File: config.mk
export PLATFORM = sky130hd
export DESIGN_NAME = mae_cfg_regs
export DESIGN_NICKNAME = d
export VERILOG_FILES = /design/src/rtl/mae_pkg.sv /design/src/rtl/mae_cfg_regs.sv
export SDC_FILE = /design/constraint.sdc
export NUM_CORES = 1
export LEC_CHECK = 0
export BUFFER_PORTS_ARGS = -buffer_cell sky130_fd_sc_hd__buf_2
export CORE_ASPECT_RATIO = 1.25
export CORE_MARGIN = 10
export CORE_UTILIZATION = 35
export DETAILED_ROUTE_END_ITERATION = 8
export GPL_TIMING_DRIVEN = 0
export PLACE_DENSITY = 0.77
export SLEW_MARGIN = 20
export SYNTH_ARGS = -nofsm -noshare
export SYNTH_HDL_FRONTEND = slang
export SYNTH_SLANG_ARGS = --single-unit
File: constraint.sdc
create_clock -name clk -period 3 [get_ports clk]
set_clock_uncertainty 0.05 [all_clocks]
set_input_delay 0.3 -clock clk [delete_from_list [all_inputs] [get_ports clk]]
set_output_delay 0.3 -clock clk [all_outputs]
set_load 0.01 [all_outputs]
File: src/rtl/mae_pkg.sv
// Package of the minimum arborescence engine: sizes, record types,
// register indexes, status codes and address helpers. No dependencies.
package mae_pkg;

  localparam int MAX_V = 64;
  localparam int MAX_E = 256;
  localparam int MAX_L = 10;
  localparam int WB    = 24;

  localparam int VW      = 7;
  localparam int VIW     = $clog2(MAX_V);
  localparam int EAW     = $clog2(MAX_E);
  localparam int ECW     = $clog2(MAX_E + 1);
  localparam int LW      = $clog2(MAX_L);
  localparam int EDGE_AW = LW + EAW;
  localparam int TREE_AW = LW + VIW;
  localparam int EDGE_DEPTH = MAX_L * (1 << EAW);
  localparam int TREE_DEPTH = MAX_L * (1 << VIW);
  localparam int PAW = 3;
  localparam int DW  = 32;

  localparam logic REG_VCOUNT = 1'b0;
  localparam logic REG_ROOT   = 1'b1;

  localparam logic [1:0] ST_OK    = 2'd0;
  localparam logic [1:0] ST_EDGES = 2'd1;
  localparam logic [1:0] ST_DEEP  = 2'd2;

  typedef struct packed {
    logic [VW-1:0]  src;
    logic [VW-1:0]  dst;
    logic [WB-1:0]  w;
    logic [EAW-1:0] link;
  } arc_t;

  typedef struct packed {
    logic [VW-1:0]  par;
    logic           has;
    logic [WB-1:0]  w;
    logic [EAW-1:0] link;
  } pick_t;

  typedef struct packed {
    logic [VW-1:0] n;
    logic [VW-1:0] r;
  } cfg_t;

  function automatic logic [VIW-1:0] vidx(input logic [VW-1:0] v);
    logic [VW-1:0] d;
    d = v - VW'(1);
    return d[VIW-1:0];
  endfunction

  function automatic logic [EDGE_AW-1:0] edge_addr(input logic [LW-1:0] lvl,
                                                   input logic [ECW-1:0] idx);
    return {lvl, idx[EAW-1:0]};
  endfunction

  function automatic logic [TREE_AW-1:0] tree_addr(input logic [LW-1:0] lvl,
                                                   input logic [VW-1:0] v);
    return {lvl, vidx(v)};
  endfunction

endpackage

File: src/rtl/mae_cfg_regs.sv
// APB register block: vertex count and root, with range clamping.
// Depends on mae_pkg.
module mae_cfg_regs (
  input  logic                    clk,
  input  logic                    rst_n,
  input  logic                    psel,
  input  logic                    penable,
  input  logic                    pwrite,
  input  logic [mae_pkg::PAW-1:0] paddr,
  input  logic [mae_pkg::DW-1:0]  pwdata,
  output logic [mae_pkg::DW-1:0]  prdata,
  output logic                    pready,
  output mae_pkg::cfg_t           cfg
);
  import mae_pkg::*;

  logic [VW-1:0] vcount_r, vcount_nxt;
  logic [VW-1:0] root_r, root_nxt;
  logic [VW-1:0] n_c;
  logic          wr_en;

  assign pready = 1'b1;
  assign wr_en  = psel && penable && pwrite;

  always_comb begin
    vcount_nxt = vcount_r;
    root_nxt   = root_r;
    if (wr_en) begin
      unique case (paddr[2])
        REG_VCOUNT: vcount_nxt = pwdata[VW-1:0];
        REG_ROOT:   root_nxt   = pwdata[VW-1:0];
        default:    vcount_nxt = vcount_r;
      endcase
    end
  end

  always_ff @(posedge clk) begin
    if (!rst_n) begin
      vcount_r <= VW'(1);
      root_r   <= VW'(1);
    end else begin
      vcount_r <= vcount_nxt;
      root_r   <= root_nxt;
    end
  end

  assign prdata = (paddr[2] == REG_ROOT) ? DW'(root_r) : DW'(vcount_r);

  // Out-of-range counts and roots fall back to legal values.
  assign n_c   = (vcount_r == '0) ? VW'(1) :
                 (vcount_r > VW'(MAX_V)) ? VW'(MAX_V) : vcount_r;
  assign cfg.n = n_c;
  assign cfg.r = (root_r == '0 || root_r > n_c) ? VW'(1) : root_r;

endmodule

# Word level (Yosys, flattened, before mapping)
# Index checks and enable logic that the tools add are counted.
# totals
register_bits,14
in_bits,40
output_inout_bits,47
elab_cells,16
# classes
order_cmp,2
mux,4
bitwise,1
n_reduce_logical,7
# op_table
op,count
$mux 7,4
$logic_not 7->1,2
$gt 7x7->1,1
$gt 7x7->1 const B,1
$reduce_and 2->1,2
$logic_and 1x1->1,2
$logic_or 1x1->1,1
$not 1->1,1

# Longest topological paths before layout
# Gate-level depths: netlist of the first run.
# depth
ltp_word,6
mapped_depth,8
depth_no_buf,8

# Worst setup path before layout of the first run
# No wires, ideal clock.
# synth_timing
kind,reg2out
from,register vcount_r[5]
to,output cfg[1] (netlist name)
t_arrival_ns,1.536
t_required_ns,2.650
slack_ns,1.114
path_stages_with_launch,9
n_path_buf,0
path_cell_list,dfxtp_1 nor3_1 a21oi_1 nor2_1 ha_1 nand3b_1 a21oi_1 o22ai_2 and2_1
# synth_rtl
item,line_no,source
start: declaration,mae_cfg_regs.sv:17,"logic [VW-1:0] vcount_r, vcount_nxt;"
start signal: assignment,mae_cfg_regs.sv:42,vcount_r <= vcount_nxt;
end: declaration,mae_cfg_regs.sv:13,output mae_pkg::cfg_t cfg

==> results of run 1 <==
## per-layer routing
layer,track usage,vias up,part of all wire
met1,0.0863,431,0.40
met5,0,-,0
li1,-,533,-
met3,0.0322,5,0.090
met4,0.0593,0,0.018
met2,0.172,47,0.49
## layout by cell type (no fill, tap or decap)
master,instances
nor2_2,1
nor2_1,3
dfxtp_1,14
o22ai_2,1
nor3_1,1
nand2b_1,1
buf_4,26
o21ai_0,2
conb_1,26
nand3b_1,1
and2_1,5
ha_1,7
mux2_2,6
or4_4,1
nand3_1,3
o311ai_2,1
o211ai_1,1
clkbuf_1,2
nand2_1,34
nand4_1,2
a21boi_1,12
clkbuf_4,3
inv_1,8
clkbuf_8,1
and2_2,1
a21oi_1,5
buf_2,34
## stage by stage
| stage | worst slack (ns) | cell area (um2) | instances |
|---|---|---|---|
| CTS | 0.577 | 1420 | 238 |
| global route | 0.414 | 1420 | 238 |
| floorplan | 1.11 | 1170 | 165 |
| global placement | 0.913 | 1380 | 234 |
| finish | 0.591 | 1420 | 238 |
| detailed placement | 0.879 | 1380 | 234 |
## cell type report
| type | instances | area [um2] |
|---|---|---|
| timing repair buffer | 33 | 165 |
| sequential | 14 | 280 |
| fill | 303 | 1530 |
| tap | 36 | 45.0 |
| inverter | 8 | 30.0 |
| buffer | 29 | 208 |
| multi-input combinational | 114 | 656 |
| clock buffer | 4 | 36.3 |
## registers in the layout (all words and copies together) (netlist names)
signal / cells
root_r: 7
vcount_r: 7
## cell usage after synthesis
cell      count
nand2_1      34
buf_4        26
dfxtp_1      14
a21boi_1     12
inv_1         8
ha_1          7
mux2_2        6
a21oi_1       5
and2_1        5
nand3_1       3
nor2_1        3
clkbuf_1      2
conb_1        2
nand4_1       2
o21ai_0       2
and2_2        1
buf_2         1
nand2b_1      1
nand3b_1      1
nor2_2        1
nor3_1        1
o211ai_1      1
o22ai_2       1
o311ai_2      1
or4_4         1
## worst max-delay path, stage by stage, from the launching register on
cell and delay (ns):
dfxtp_1 0.33, inv_1 0.17, nand2_1 0.11, ha_1 0.34, a21oi_1 0.14, a21oi_1 0.09, o22ai_2 0.29, o311ai_2 0.15
buf_2 0.16
## cell families (layout without fill, tap and decap cells)
kind of cell | after synthesis | in the layout | synth area share
simple gates | 53 | 53 | 0.223
buf+inv | 37 | 74 | 0.219
compound gates | 22 | 22 | 0.149
flops | 14 | 14 | 0.259
fa+ha+maj | 7 | 7 | 0.0808
mux | 6 | 6 | 0.0624
other cells | 2 | 26 | 0.00693
## final timing paths
kind / end / slack, ns / cells after the start
max: cfg[0] / 0.59 / 8
min: vcount_r[0] / 0.19 / 3
max reg2reg: root_r[2] / 2.24 / 2
min reg2reg: vcount_r[6] / 0.44 / 2
## report_power, final
part / internal, mW / switching [mW] / total, mW
logic: 0.0519 / 0.0571 / 0.109
clock network: 0.0739 / 0.0611 / 0.135
registers: 0.190 / 0.00460 / 0.195
==> impl_metrics.yaml, run 1 <==
synth:
  synth_cell_types: 25
  synth_area_leaders: "dfxtp_1 (26%), buf_4 (18%), nand2_1 (12%)"
  synth_area_um2: 1080
  ys_ff_latch: 14
  synth_top_area_share: 0.259
  seq_area_frac_synth: 0.259
  synthCells: 141
  yosysTopAreaCell: "dfxtp_1"
  yosysWarnings: 0
  synth_area_per_cell_um2: 7.68
global_routing:
  grt_max_degree: 11
  grt_pass1_wl_um: 4440
  globalRoute.totalOverflow: 0
  first_global_vias: 1068
  grt_usage: 0.0925
  antenna_found_initial: 0
routing:
  drt_iter0_drc: 23
  first_pass_iters: 4
  ant_nets: 0
  wl_um: 2820
  wl_per_cell_um: 11.9
  viasPerCell: 4.27
  drc: 0
  dr_total_vias: 1016
cts:
  numCtsBuffers: 3
  cts_resized: 0
  clkSlewWorstSetupHoldPaths_ns: 0.08
  cts_root_buffer: "clkbuf_4"
  clock_sinks: 14
  clk-insertion-delay-late_ns: 0.28
  clockBufferDepth: 2
  post_cts_buffers: 0
  cts-htree-levels: 1
  postCtsHoldBufs: 0
  cts_tree: "done"
setup_path:
  cp_max_fo: 7
  cp-start-kind: "flip-flop"
  r2r-start: "root_r[2]"
  cp-startpoint: "vcount_r[6]"
  arrival_ns: 2.06
  required_ns: 2.65
  end_kind: "output pin"
  critPathKind: "flip-flop to output pin"
sta:
  setup-violations-final: 0
  worst_slew_pin_slew_ns: 0.510
  finalCriticalPeriod_ns: 2.41
  fmax_mhz: 415
  finalSetupTns_ns: 0
  rsz0062_at_grt: "no"
  hold_viol: 0
  drv_slew: 0
  hold_ws_ns: 0.195
  period_share: 0.803
  slew_headroom: 0.659
hold_path:
  hp-start: "pwdata[0]"
  hold_class: "input pin to flip-flop"
cells_and_area:
  drive_gt1_frac: 0.371
  final_core_util: 0.482
  nNetsFinal: 250
  diodes: 0
  syn2layout_area_growth_pct: 31.1
place:
  portBuffers: 33
  dp_hpwl_um: 2440
  place_congestion: 0.705
outcome:
  run_status: "completed"
floorplan:
  dieArea_um2: 5740
  coreArea_um2: 2950
  start_util: 0.368
  die_y_um: 82.2
  io_pins: 87
  dieWidth_um: 69.8
  rows: 22
pwr:
  p_per_area_nw_per_um2: 309
  peakVddDrop_v: 0.000128
  power.total_mw: 0.439
  power.leakage_nw: 0.790
flow_run:
  maxCapViolCount: 0
Power figures use the tool's default switching activity.
==> run 2: changes to the inputs <==
- PLACE_DENSITY: 0.77 -> 0.8
- clock period: 3 -> 2.05 ns (I/O delays scaled with it)
==> run 2 against run 1 <==
  * Sequential share of layout area fell by 0.42 points
  * The flow now finishes with violations (negative setup slack)
  * Highest routed layer unchanged
  * Non-clock buffer count rose by 2
  * Utilization rose by 2.6 points
  * Final area rose by 5.4%
  * Largest power group unchanged
  * Die area did not move
  * Routed wire length rose by 2.1%
==> impl_metrics.yaml, run 2 (synthesized netlist as in run 1, its figures left out) <==
sta:
  worst_slew_pin_slew_ns: 0.497
  finalCriticalPeriod_ns: 2.15
  finalSetupTns_ns: -0.600
  slew_headroom: 0.668
  rsz0062_at_grt: "yes"
  period_share: 1.05
  hold_viol: 0
  hold_ws_ns: 0.105
  drv_slew: 0
  fin_ws_ns: -0.100
  setup-violations-final: 7
  fmax_mhz: 465
place:
  dp_hpwl_um: 2390
  place_congestion: 0.723
  place_ws_ns: 0.0120
  portBuffers: 33
cts:
  cts_root_buffer: "clkbuf_4"
  clk-insertion-delay-late_ns: 0.27
  cts_tree: "done"
  cts-htree-levels: 1
  clkSlewWorstSetupHoldPaths_ns: 0.08
  clockBufferDepth: 2
  clock_sinks: 14
  numCtsBuffers: 3
  postCtsHoldBufs: 0
setup_path:
  cp_max_fo: 7
  cp-startpoint: "vcount_r[6]"
  r2r-start: "root_r[4]"
  cp-start-kind: "flip-flop"
  end_kind: "output pin"
  required_ns: 1.79
  critPathKind: "flip-flop to output pin"
  arrival_ns: 1.90
cells_and_area:
  final_core_util: 0.508
  register_area_um2: 289
  diodes: 0
  largestRegisters: "root_r: 7 flops, vcount_r: 7 flops"
  fillCellCount: 285
  syn2layout_area_growth_pct: 38.1
  drive_gt1_frac: 0.436
  multi_input_area_um2: 706
  final_cell_mix: "nand2_1 (34), buf_2 (34), buf_4 (28), conb_1 (26), a21boi_1 (12)"
  nNetsFinal: 252
routing:
  drt_iter0_drc: 24
  wl_per_cell_um: 12.0
  viasPerCell: 4.32
  wl_um: 2880
  drc: 0
  ant_nets: 0
  first_pass_iters: 4
  dr_total_vias: 1037
global_routing:
  grt_pass1_wl_um: 4830
  first_global_vias: 1128
  grt_max_degree: 11
  antenna_found_initial: 0
  grt_usage: 0.0991
  globalRoute.totalOverflow: 0
flow_run:
  maxCapViolCount: 0
pwr:
  power.leakage_nw: 0.809
  p_per_area_nw_per_um2: 437
  peakVddDrop_v: 0.000276
floorplan:
  io_pins: 87
  start_util: 0.368
  dieArea_um2: 5740
  rows: 22
  coreArea_um2: 2950
  dieWidth_um: 69.8
  die_y_um: 82.2
hold_path:
  hp-start: "pwdata[0]"
  hold_class: "input pin to flip-flop"
outcome:
  run_status: "complete, but fails checks"
  violations: "negative setup slack"
-- run 2: final cells by class --
class,count,share of cell area
buffer,29,0.139
clock buffer,4,0.0242
inverter,8,0.0217
multi-input combinational,114,0.472
sequential,14,0.193
tap,36,0.0301
timing repair buffer,35,0.120
-- run 2: path summary, 6_finish.rpt --
kind | endpoint | cells after the start | slack (ns)
min reg2reg | vcount_r[3] | 2 | 0.43
max | cfg[2] | 8 | -0.10
max reg2reg | root_r[4] | 2 | 1.23
min | vcount_r[0] | 3 | 0.11
-- run 2: worst max-delay path: stages (launching register included) --
cell,delay [ns]
dfxtp_4,0.36
inv_4,0.07
nand2_1,0.10
ha_4,0.29
nand4_1,0.16
buf_4,0.19
o22ai_4,0.15
and2_4,0.18
buf_2,0.12
-- run 2: power by group --
| part | switching (mW) | internal (mW) | leakage, nW |
|---|---|---|---|
| Clock | 0.0852 | 0.108 | 0.0210 |
| Combinational | 0.0899 | 0.0863 | 0.671 |
| Sequential | 0.00743 | 0.277 | 0.116 |
| Total | 0.183 | 0.472 | 0.809 |
-- run 2: per-stage QoR --
stage                     area (um2)  power, mW  cells
after global routing            1500      0.691    240
after CTS                       1480      0.645    239
after floorplan                 1170      0.409    165
after detailed placement        1380      0.447    234
final                           1500      0.654    240
after global placement          1380      0.445    234
-- run 2: routing by layer --
metal / share of wire / track usage
met1: 0.37 / 0.0902
met2: 0.52 / 0.192
met3: 0.098 / 0.0370
met4: 0.012 / 0.0474
met5: 0 / 0
-- run 2: what timing repair did --
item / CTS / global route
endpoints found under the setup margin: 7 / 7
pin swaps: 8 / 3
setup buffers: 1 / 1
gates resized for setup: 13 / 4
==> run 3: changes to the inputs <==
- BUFFER_PORTS_ARGS: -buffer_cell sky130_fd_sc_hd__buf_2 -> -buffer_cell sky130_fd_sc_hd__clkbuf_2
==> run 3 against run 2 <==
  * The flow still finishes with violations (negative setup slack)
  * Largest cell class unchanged
  * Utilization rose by 1.7 points
  * Critical path depth did not move
  * Highest routed layer unchanged
  * Sequential share of layout area fell by 0.71 points
  * Hold slack got worse by 0.0096 ns
  * Final cell count rose by 1.7%
  * Sequential power barely moved
  * Flip-flop and latch count did not move
==> impl_metrics.yaml, run 3 (synthesized netlist as in run 1, its figures left out) <==
outcome:
  run_status: "complete, but fails checks"
  violations: "negative setup slack"
setup_path:
  cp-startpoint: "vcount_r[6]"
  cp_slowest_stage_delay_ns: 0.35
  cp_slowest_cell: "dfxtp_2"
  required_ns: 1.79
  cp_max_fo: 7
  worstPathCellList: "inv_4 -> nand2_2 -> ha_4 -> nand4_1 -> buf_4 -> o22ai_4 -> and2_4 -> clkbuf_2"
  r2r-start: "root_r[4]"
  critPathKind: "flip-flop to output pin"
  arrival_ns: 1.90
  cp-start-kind: "flip-flop"
  end_kind: "output pin"
cells_and_area:
  largestRegisters: "root_r: 7 flops, vcount_r: 7 flops"
  drive_gt1_frac: 0.481
  diodes: 0
  final_cell_mix: "buf_4 (33), nand2_1 (32), clkbuf_2 (31), conb_1 (26), a21boi_1 (12)"
  mostFrequentLayoutCell: "buf_4"
  syn2layout_area_growth_pct: 42.7
  fillCellCount: 300
  final_cell_area_um2: 1550
  nNetsFinal: 257
sta:
  finalCriticalPeriod_ns: 2.15
  fmax_mhz: 464
  hold_ws_ns: 0.0959
  slew_headroom: 0.659
  period_share: 1.05
  drv_slew: 0
  worst_slew_pin_slew_ns: 0.510
  rsz0062_at_grt: "yes"
  setup-violations-final: 7
  fin_ws_ns: -0.103
  hold_viol: 0
place:
  dp_hpwl_um: 2410
  place_ws_ns: 0.0317
  dpl_cell_area_um2: 1380
  portBuffers: 33
  place_congestion: 0.730
cts:
  cts-htree-levels: 1
  clkSlewWorstSetupHoldPaths_ns: 0.08
  cts_tree: "done"
  clock_sinks: 14
  clk-insertion-delay-late_ns: 0.28
  numCtsBuffers: 3
  clockBufferDepth: 2
  cts_root_buffer: "clkbuf_4"
global_routing:
  antenna_found_initial: 0
  grt_pass1_wl_um: 4660
  grt_usage: 0.0971
  grt_max_degree: 11
  globalRoute.totalOverflow: 0
  first_global_vias: 1082
pwr:
  power.total_mw: 0.624
  power.leakage_nw: 0.818
  peakVddDrop_v: 0.000192
  p_per_area_nw_per_um2: 404
routing:
  first_pass_iters: 4
  dr_total_vias: 1065
  drc: 0
  viasPerCell: 4.36
  wl_per_cell_um: 12.3
  wl_um: 3010
  drt_iter0_drc: 29
  ant_nets: 0
flow_run:
  maxCapViolCount: 0
floorplan:
  io_pins: 87
  dieWidth_um: 69.8
  start_util: 0.368
  dieArea_um2: 5740
  coreArea_um2: 2950
  die_y_um: 82.2
  rows: 22
hold_path:
  hold_class: "input pin to flip-flop"
  hp-start: "pwdata[2]"
-- run 3: changes by cell type in the layout (fill, tap and decap cells not counted), sizes merged --
cell	delta
buf	-26
clkbuf	+30
-- run 3: worst paths after layout --
path            endpoint  slack (ns)  cells after the start
max               cfg[3]       -0.10                      8
min          vcount_r[2]         0.1                      3
max reg2reg    root_r[4]        1.27                      2
min reg2reg  vcount_r[3]        0.42                      2
-- run 3: critical path: cells and delay by family, from the launching register on --
kind | cells | cell delay [ns]
DFF | 1 | 0.35
and+or+nand+nor | 3 | 0.43
AOI/OAI and AO/OA | 1 | 0.16
adders and majority gates | 1 | 0.27
buffers and inverters | 3 | 0.40
-- run 3: metrics by stage --
step                instances  utilization  TNS, ns
global placement          234        0.470        0
detailed placement        234        0.470        0
floorplan                 165            -        0
global route              244        0.525    -1.39
CTS                       243        0.510   -0.749
finish                    244        0.525   -0.664
-- run 3: area by class of cell --
| cell class | count | area, um2 | share of cell area |
|---|---|---|---|
| multi-input combinational | 114 | 733 | 0.474 |
| buffer | 29 | 208 | 0.134 |
| inverter | 8 | 32.5 | 0.0210 |
| timing repair buffer | 40 | 218 | 0.141 |
| sequential | 14 | 288 | 0.186 |
| clock buffer | 3 | 22.5 | 0.0146 |
| tap | 36 | 45.0 | 0.0291 |
-- run 3: where the power goes --
group          switching [mW]  leakage (nW)  internal [mW]
combinational          0.0943         0.688         0.0916
clock                  0.0837        0.0138         0.0682
sequential            0.00780         0.116          0.278
total                   0.186         0.818          0.438
-- run 3: timing repair --
action / 4_1_cts / 5_1_grt
hold endpoints to repair: 0 / 0
pin swaps: 12 / 0
buffers inserted: 6 / 1
hold buffers: 0 / 0
endpoints found under the setup margin: 7 / 7
resized for setup: 14 / 11
-- run 3: per-layer routing --
metal  wire length (um)  vias up  track usage
met5                  0        -            0
met4                 46        0       0.0534
met3                303        4       0.0406
met2               1590       41        0.185
met1               1070      474       0.0861
li1                   -      546            -
